<file path="config.mk">
export PLATFORM = sky130hd
export DESIGN_NAME = ordered_list_position_ops_core
export DESIGN_NICKNAME = d
export VERILOG_FILES = /design/src/sv/olpo_pkg.sv /design/src/sv/olpo_store.sv /design/src/sv/ordered_list_position_ops_core.sv
export SDC_FILE = /design/constraint.sdc
export NUM_CORES = 2
export LEC_CHECK = 0
export ABC_AREA = 0
export BUFFER_PORTS_ARGS = -buffer_cell sky130_fd_sc_hd__buf_2
export CORE_ASPECT_RATIO = 2
export CORE_MARGIN = 2
export CORE_UTILIZATION = 35
export CTS_BUF_LIST = sky130_fd_sc_hd__clkbuf_4 sky130_fd_sc_hd__clkbuf_8
export DETAILED_ROUTE_END_ITERATION = 8
export MAX_ROUTING_LAYER = met4
export SYNTH_ARGS = -nofsm -noshare
export SYNTH_HDL_FRONTEND = slang
export SYNTH_SLANG_ARGS = --single-unit
</file>
<file path="constraint.sdc">
create_clock -name clock -period 5.7 [get_ports clock]
set_input_delay 0.285 -clock clock [delete_from_list [all_inputs] [get_ports clock]]
set_output_delay 0.285 -clock clock [all_outputs]
set_load 0.01 [all_outputs]
</file>
<file path="src/sv/olpo_pkg.sv">
// shared types and constants for the ordered list position ops block
// no dependencies; used by every other file of the block
package olpo_pkg;

   // default number of list entries
   localparam int CAPACITY_DEF = 64;

   // fixed payload widths
   localparam int REQ_W = 3;
   localparam int VAL_W = 32;
   localparam int POS_W = 7;
   localparam int ST_W  = 3;

   // request codes
   typedef enum logic [REQ_W-1:0] {
      REQ_INS_FRONT = 3'd0,
      REQ_INS_END   = 3'd1,
      REQ_INS_POS   = 3'd2,
      REQ_DEL_FRONT = 3'd3,
      REQ_DEL_END   = 3'd4,
      REQ_DEL_POS   = 3'd5,
      REQ_SEARCH    = 3'd6,
      REQ_NONE      = 3'd7
   } req_code_type;

   // status codes
   typedef enum logic [ST_W-1:0] {
      ST_OK       = 3'd0,
      ST_EMPTY    = 3'd1,
      ST_FULL     = 3'd2,
      ST_RANGE    = 3'd3,
      ST_NOTFOUND = 3'd4
   } status_type;

endpackage

</file>
<file path="src/sv/olpo_store.sv">
// element store: one write port, one read port with registered read data
// depends on olpo_pkg for the element width
module olpo_store #(
   parameter int DEPTH = olpo_pkg::CAPACITY_DEF,
   parameter int AW    = $clog2(DEPTH)
) (
   input  logic                              clock,
   input  logic                              wr_en,
   input  logic [AW-1:0]                     wr_addr,
   input  logic signed [olpo_pkg::VAL_W-1:0] wr_data,
   input  logic                              rd_en,
   input  logic [AW-1:0]                     rd_addr,
   output logic signed [olpo_pkg::VAL_W-1:0] rd_data
);

   logic signed [olpo_pkg::VAL_W-1:0] mem_ff [DEPTH];
   logic signed [olpo_pkg::VAL_W-1:0] rd_data_ff;

   // write port
   always_ff @(posedge clock) begin
      if (wr_en) begin
         mem_ff[wr_addr] <= wr_data;
      end
   end

   // registered read port
   always_ff @(posedge clock) begin
      if (rd_en) begin
         rd_data_ff <= mem_ff[rd_addr];
      end
   end

   assign rd_data = rd_data_ff;

endmodule

</file>
<file path="src/sv/ordered_list_position_ops_core.sv">
// ordered list position ops core: bounded list of signed values, one shared walk unit
// depends on olpo_pkg and olpo_store; one request at a time, req_ready only while idle
// sequence: accept, a decode state, a walk, then the result beat; a refused request skips
// the walk; insert and delete move the entries between the index and the tail, and search
// scans from the front up to the first match or to the end of the list
// a new request is taken only once the result beat has gone; sync reset empties the list
module ordered_list_position_ops_core #(
   parameter int CAPACITY = olpo_pkg::CAPACITY_DEF
) (
   input  logic                              clock,
   input  logic                              reset,
   input  logic                              req_valid,
   output logic                              req_ready,
   input  logic [olpo_pkg::REQ_W-1:0]        req_type,
   input  logic signed [olpo_pkg::VAL_W-1:0] req_value,
   input  logic [olpo_pkg::POS_W-1:0]        req_position,
   output logic                              rsp_valid,
   input  logic                              rsp_ready,
   output logic [olpo_pkg::ST_W-1:0]         rsp_status,
   output logic [olpo_pkg::POS_W-1:0]        rsp_found_index,
   output logic [olpo_pkg::POS_W-1:0]        rsp_count
);

   localparam int AW = (CAPACITY > 1) ? $clog2(CAPACITY) : 1;
   localparam int CW = $clog2(CAPACITY + 1);
   localparam int EW = ((CW > olpo_pkg::POS_W) ? CW : olpo_pkg::POS_W) + 1;

   typedef enum logic [5:0] {
      S_IDLE   = 6'b000001,
      S_CHECK  = 6'b000010,
      S_UP     = 6'b000100,
      S_DOWN   = 6'b001000,
      S_SEARCH = 6'b010000,
      S_DONE   = 6'b100000
   } state_type;

   state_type                         state_ff, state_in;
   logic [olpo_pkg::REQ_W-1:0]        type_ff, type_in;
   logic signed [olpo_pkg::VAL_W-1:0] value_ff, value_in;
   logic [olpo_pkg::POS_W-1:0]        pos_ff, pos_in;
   logic [CW-1:0]                     cnt_ff, cnt_in;
   logic [CW-1:0]                     ptr_ff, ptr_in;
   logic [CW-1:0]                     lim_ff, lim_in;
   logic                              pend_ff, pend_in;
   olpo_pkg::status_type              status_ff, status_in;
   logic [CW-1:0]                     found_ff, found_in;

   // store port controls
   logic                              wr_en;
   logic [AW-1:0]                     wr_addr;
   logic signed [olpo_pkg::VAL_W-1:0] wr_data;
   logic                              rd_en;
   logic [AW-1:0]                     rd_addr;
   logic signed [olpo_pkg::VAL_W-1:0] rd_data;

   // shared address and compare unit operands
   logic [EW-1:0] cnt_ext;
   logic [EW-1:0] ptr_ext;
   logic [EW-1:0] lim_ext;
   logic [EW-1:0] posm1_ext;
   logic [EW-1:0] ptr_dn1;
   logic [EW-1:0] ptr_dn2;
   logic [EW-1:0] ptr_up1;
   logic [EW-1:0] ptr_up2;
   logic          hit;

   logic accept;

   assign accept = req_valid && req_ready;

   olpo_store #(
      .DEPTH (CAPACITY),
      .AW    (AW)
   ) u_store (
      .clock   (clock),
      .wr_en   (wr_en),
      .wr_addr (wr_addr),
      .wr_data (wr_data),
      .rd_en   (rd_en),
      .rd_addr (rd_addr),
      .rd_data (rd_data)
   );

   assign cnt_ext   = EW'(cnt_ff);
   assign ptr_ext   = EW'(ptr_ff);
   assign lim_ext   = EW'(lim_ff);
   assign posm1_ext = EW'(pos_ff) - EW'(1);
   assign ptr_dn1   = ptr_ext - EW'(1);
   assign ptr_dn2   = ptr_ext - EW'(2);
   assign ptr_up1   = ptr_ext + EW'(1);
   assign ptr_up2   = ptr_ext + EW'(2);
   assign hit       = pend_ff && (rd_data == value_ff);

   // sequencer
   always_comb begin
      state_in  = state_ff;
      type_in   = type_ff;
      value_in  = value_ff;
      pos_in    = pos_ff;
      cnt_in    = cnt_ff;
      ptr_in    = ptr_ff;
      lim_in    = lim_ff;
      pend_in   = pend_ff;
      status_in = status_ff;
      found_in  = found_ff;
      wr_en     = 1'b0;
      wr_addr   = ptr_ff[AW-1:0];
      wr_data   = rd_data;
      rd_en     = 1'b0;
      rd_addr   = ptr_ff[AW-1:0];

      case (state_ff)
         S_IDLE: begin
            if (accept) begin
               type_in   = req_type;
               value_in  = req_value;
               pos_in    = req_position;
               status_in = olpo_pkg::ST_OK;
               found_in  = '0;
               pend_in   = 1'b0;
               state_in  = S_CHECK;
            end
         end

         // range checks and walk setup
         S_CHECK: begin
            pend_in = 1'b0;
            case (type_ff)
               olpo_pkg::REQ_INS_FRONT, olpo_pkg::REQ_INS_END, olpo_pkg::REQ_INS_POS: begin
                  if (cnt_ff >= CW'(CAPACITY)) begin
                     status_in = olpo_pkg::ST_FULL;
                     state_in  = S_DONE;
                  end else if ((type_ff == olpo_pkg::REQ_INS_POS) &&
                               ((pos_ff == '0) || (posm1_ext > cnt_ext))) begin
                     status_in = olpo_pkg::ST_RANGE;
                     state_in  = S_DONE;
                  end else begin
                     ptr_in   = cnt_ff;
                     state_in = S_UP;
                     if (type_ff == olpo_pkg::REQ_INS_FRONT) begin
                        lim_in = '0;
                     end else if (type_ff == olpo_pkg::REQ_INS_END) begin
                        lim_in = cnt_ff;
                     end else begin
                        lim_in = CW'(posm1_ext);
                     end
                  end
               end
               olpo_pkg::REQ_DEL_FRONT, olpo_pkg::REQ_DEL_END, olpo_pkg::REQ_DEL_POS: begin
                  if (cnt_ff == '0) begin
                     status_in = olpo_pkg::ST_EMPTY;
                     state_in  = S_DONE;
                  end else if ((type_ff == olpo_pkg::REQ_DEL_POS) &&
                               ((pos_ff == '0) || (posm1_ext >= cnt_ext))) begin
                     status_in = olpo_pkg::ST_RANGE;
                     state_in  = S_DONE;
                  end else begin
                     state_in = S_DOWN;
                     if (type_ff == olpo_pkg::REQ_DEL_FRONT) begin
                        ptr_in = '0;
                     end else if (type_ff == olpo_pkg::REQ_DEL_END) begin
                        ptr_in = cnt_ff - CW'(1);
                     end else begin
                        ptr_in = CW'(posm1_ext);
                     end
                  end
               end
               olpo_pkg::REQ_SEARCH: begin
                  ptr_in   = '0;
                  state_in = S_SEARCH;
               end
               default: begin
                  state_in = S_DONE;
               end
            endcase
         end

         // open a gap: move entries up one place from the tail down to the index
         S_UP: begin
            if (pend_ff) begin
               wr_en   = 1'b1;
               wr_addr = ptr_ff[AW-1:0];
               wr_data = rd_data;
               ptr_in  = CW'(ptr_dn1);
               if (ptr_dn1 > lim_ext) begin
                  rd_en   = 1'b1;
                  rd_addr = ptr_dn2[AW-1:0];
               end else begin
                  pend_in = 1'b0;
               end
            end else if (ptr_ff == lim_ff) begin
               wr_en    = 1'b1;
               wr_addr  = ptr_ff[AW-1:0];
               wr_data  = value_ff;
               cnt_in   = cnt_ff + CW'(1);
               state_in = S_DONE;
            end else begin
               rd_en   = 1'b1;
               rd_addr = ptr_dn1[AW-1:0];
               pend_in = 1'b1;
            end
         end

         // close the gap: move entries down one place from the index to the tail
         S_DOWN: begin
            if (pend_ff) begin
               wr_en   = 1'b1;
               wr_addr = ptr_ff[AW-1:0];
               wr_data = rd_data;
               ptr_in  = CW'(ptr_up1);
               if (ptr_up2 < cnt_ext) begin
                  rd_en   = 1'b1;
                  rd_addr = ptr_up2[AW-1:0];
               end else begin
                  pend_in = 1'b0;
               end
            end else if (ptr_up1 >= cnt_ext) begin
               cnt_in   = cnt_ff - CW'(1);
               state_in = S_DONE;
            end else begin
               rd_en   = 1'b1;
               rd_addr = ptr_up1[AW-1:0];
               pend_in = 1'b1;
            end
         end

         // linear scan, compare one entry per cycle against the key
         S_SEARCH: begin
            if (hit) begin
               found_in = ptr_ff;
               pend_in  = 1'b0;
               state_in = S_DONE;
            end else if (ptr_ext < cnt_ext) begin
               rd_en   = 1'b1;
               rd_addr = ptr_ff[AW-1:0];
               ptr_in  = CW'(ptr_up1);
               pend_in = 1'b1;
            end else begin
               status_in = olpo_pkg::ST_NOTFOUND;
               pend_in   = 1'b0;
               state_in  = S_DONE;
            end
         end

         // result beat held until taken
         S_DONE: begin
            if (rsp_ready) begin
               state_in = S_IDLE;
            end
         end

         default: begin
            state_in = S_IDLE;
         end
      endcase
   end

   // control registers
   always_ff @(posedge clock) begin
      if (reset) begin
         state_ff <= S_IDLE;
         cnt_ff   <= '0;
         pend_ff  <= 1'b0;
      end else begin
         state_ff <= state_in;
         cnt_ff   <= cnt_in;
         pend_ff  <= pend_in;
      end
   end

   // payload registers
   always_ff @(posedge clock) begin
      type_ff   <= type_in;
      value_ff  <= value_in;
      pos_ff    <= pos_in;
      ptr_ff    <= ptr_in;
      lim_ff    <= lim_in;
      status_ff <= status_in;
      found_ff  <= found_in;
   end

   // ports
   assign req_ready       = (state_ff == S_IDLE);
   assign rsp_valid       = (state_ff == S_DONE);
   assign rsp_status      = status_ff;
   assign rsp_found_index = olpo_pkg::POS_W'(found_ff);
   assign rsp_count       = olpo_pkg::POS_W'(cnt_ff);

endmodule

</file>
==> impl_metrics.yaml <==
status:
  status: "finished, final reports clean"
global_routing:
  antenna_found_initial: 2
  grt_use_met3_pct: 2.36
  use_met2_pct: 36.9
  first_global_vias: 50000
  grt-ovfl-total: 0
  grt_pass1_wl_um: 352000
  gr-usage-met1_pct: 21.0
  top_usage_layer: "met2"
  grt_use_total_pct: 19.8
  grt_start_max_net_pins: 116
critical_path:
  crit_fanout: 25
  crit_cells: 15
  cp_slowest_cell: "edfxtp_1"
  critPathTopFamily: "compound AO/OA/AOI/OAI gates"
  timing.critical_path.slowest_cell_delay_ns: 0.68
  critPathCaptureType: "flip-flop"
  worst-endpoint-arrival_ns: 6.16
  crit_path_start_kind: "flip-flop"
  worstRegToRegCells: 15
  cp_num_buf_inv: 2
  path_cells: "inv_1 > nor3_1 > nand2_1 > xnor2_1 > ha_1 > a221oi_2 > nor2b_1 > mux2i_1 > o21ai_4 > nand3_4 > buf_4 > o22ai_1 > a31oi_1 > o221ai_1 > nand4_1"
  required_ns: 6.42
  critical_path_class: "flip-flop to flip-flop"
synth:
  seq_area_frac_synth_pct: 75.2
  synth_cells: 4843
  synth_area_leaders: "edfxtp_1 (75%), mux4_2 (6.4%), mux2i_1 (2.9%), nand2_1 (1.8%), a2111oi_0 (1.2%)"
  synth_top_area_cell: "edfxtp_1"
  synthFlopType: "edfxtp_1"
  syn_area_um2: 86100
  synth-async-reset-ratio_pct: 0
  syn_avg_cell_area_um2: 17.8
  synth_cell_types: 87
  synth_top_area_share_pct: 74.9
  ys_ff_latch: 2160
  syn_nets: 4934
  ys_warn_count: 0
  synth_edf_count: 2146
final_layout:
  layout.nets: 5358
  stdcell_area_um2: 99600
  fillers: 21700
  area_delta_synth_final_pct: 15.8
  drive_gt1_share_pct: 21.8
  finalCoreUtilization_pct: 40.7
routing:
  dr.pass1.iters: 6
  post_drt_via_cell_ratio: 5.53
  vias: 48300
  drc: 0
  drtIter0Drc: 4479
  detail_route.wl_per_cell_um: 28.2
  ant_nets: 0
  totalWireLength_um: 247000
floorplanning:
  die_y_um: 705
  core_area_um2: 245000
  die_area_um2: 250000
  num_rows: 257
  start_util_pct: 35.2
  io_pins: 65
  die_w_um: 355
clock_tree:
  cts.clk_slew.worst_paths_ns: 0.07
  cts_root_buf: "clkbuf_8"
  clockBufferDepth: 4
  worstSkewPairLatency_ns: 1.01
  cts_max_level: 5
  postCtsSetupRepairBufs: 0
  cts_sinks: 2160
  cts_buffers: 311
  cts_tree: "built"
power:
  leakagePower_nw: 31.9
  powerDensity_nw_per_um2: 316
  ir_drop_v: 0.000213
sta:
  finalCritPeriodShare_pct: 95.3
  post-route-min-period_ns: 5.43
  finalMaxSlewViolations: 0
  worst_pin_slew_ns: 1.23
  finalHoldViolCount: 0
  rsz0062_at_grt: "true"
  fin_skew_ns: 0.0990
  fmax_ghz: 0.184
  finalSetupViolCount: 0
  relSlewSlack_pct: 18.0
hold_path:
  min_path_cells: 2
  min_path_type: "input pin to flip-flop"
flow_run:
  maxCapViolCount: 0
placed_design:
  dp_hpwl_um: 153000
  port_buffers: 64
  dpl-instance-area_um2: 92500
  gp_congestion: 0.894
## path summary, 6_finish.rpt
| kind | startpoint | end | slack, ns |
|---|---|---|---|
| worst min-delay path | req_value[10] | value_ff[10] | 0.07 |
| worst max-delay path | ptr_ff[3] | u_store.rd_data[4] | 0.27 |
| worst max register to register | ptr_ff[3] | u_store.rd_data[4] | 0.27 |
| worst min register to register | pend_ff | pend_ff | 0.59 |
## power by group
group	total, mW	leakage, nW	internal, mW	switching (mW)
Clock	12.6	3.19	6.50	6.05
Sequential	17.5	19.4	17.3	0.139
Combinational	1.45	9.27	0.585	0.865
Total	31.5	31.9	24.4	7.05
## through the flow
| stage | TNS [ns] | power [mW] | std cells | hold WS, ns | worst slack (ns) |
|---|---|---|---|---|---|
| after floorplan | 0 | 18.6 | 4843 | 0.358 | 0.973 |
| after global placement | 0 | 19.2 | 8102 | 0.467 | 0.106 |
| after detailed placement | 0 | 19.2 | 8102 | 0.463 | 0.151 |
| after CTS | 0 | 31.8 | 8728 | 0.000587 | 0.0110 |
| after global routing | -0.00640 | 32.4 | 8732 | 0.0567 | -0.00640 |
| final | 0 | 31.5 | 8734 | 0.0651 | 0.267 |
## area by class of cell
type	count	area, um2	area share (%)
repair buffers	405	4050	4.06
flip-flops and latches	2160	64700	65.0
clock buffers	391	4890	4.91
clock inverters	149	1230	1.24
multi-input cells	2362	20600	20.7
diodes	3	7.51	0.00753
well taps	3237	4050	4.06
inverters	27	101	0.102
## layer usage
layer / wire (um) / share of wire [%]
met5: 0 / 0
met4: 10200 / 4.1
met3: 12800 / 5.2
met2: 137000 / 56
met1: 86200 / 35
## logic make-up after synthesis
logic type	Yosys count	synth area share, %
AOI/OAI and AO/OA	764	6.59
xor gates and xnor gates	67	0.690
adders and majority gates	45	0.654
buffers and inverters	322	1.69
DFF	2160	75.2
muxes	541	9.90
and+or+nand+nor	944	5.28
## Yosys cell counts (13+ instances only)
library cell	n
a22oi_1	114
a2111oi_0	116
nand2_1	403
o22ai_1	49
nor2_1	125
mux4_2	244
o211ai_1	35
and2_1	52
nor2b_1	13
o311a_1	27
mux2_2	44
a31oi_1	68
o221ai_1	34
a21oi_1	72
o21ai_0	72
xor2_1	17
clkbuf_1	155
buf_2	98
buf_1	16
edfxtp_1	2146
nand3_1	91
xnor2_1	49
buf_4	18
and3_1	90
and2_0	46
a211oi_1	81
a311oi_1	16
ha_1	45
nor3_1	26
mux2i_1	253
inv_1	26
dfxtp_1	14
nand4_1	48
## layout by cell type (no fill, tap or decap), types with 49 or more instances in the layout
cell,instances
buf_4,179
o21ai_0,72
buf_12,69
a2111oi_0,98
edfxtp_1,2146
a31oi_1,68
and3_1,90
and2_1,51
a22oi_1,113
buf_2,64
dlygate4sd3_1,86
nor2_4,68
a21oi_1,72
nor2_1,56
a211oi_1,80
nand2_1,401
o22ai_1,49
clkinv_1,68
clkbuf_8,313
nand3_1,90
mux4_2,244
mux2i_1,253
clkbuf_4,78
## sequential cells by signal, summed over array words and instances, names as in the netlist
signal	cells
u_store.mem_ff	2048
lim_ff	7
pos_ff	7
rsp_count	7
value_ff	32
rsp_found_index	7
state_ff	6
u_store.rd_data	32
pend_ff	1
type_ff	3
rsp_status	3
ptr_ff	7
## worst register-to-register path, cell delays in order (launching register included)
cell and delay [ns]:
edfxtp_1 0.68, inv_1 0.17, nor3_1 0.36, nand2_1 0.12, xnor2_1 0.13, ha_1 0.31, a221oi_2 0.45, nor2b_1 0.34
mux2i_1 0.20, o21ai_4 0.62, nand3_4 0.45, buf_4 0.43, o22ai_1 0.39, a31oi_1 0.09, o221ai_1 0.29, nand4_1 0.12
## repair_timing
action,in CTS,in global routing
resized for setup,0,35
hold buffers,86,0
endpoints found under the hold margin,63,0
endpoints found under the setup margin,0,30
No activity file was read; power rests on OpenSTA's default activity.
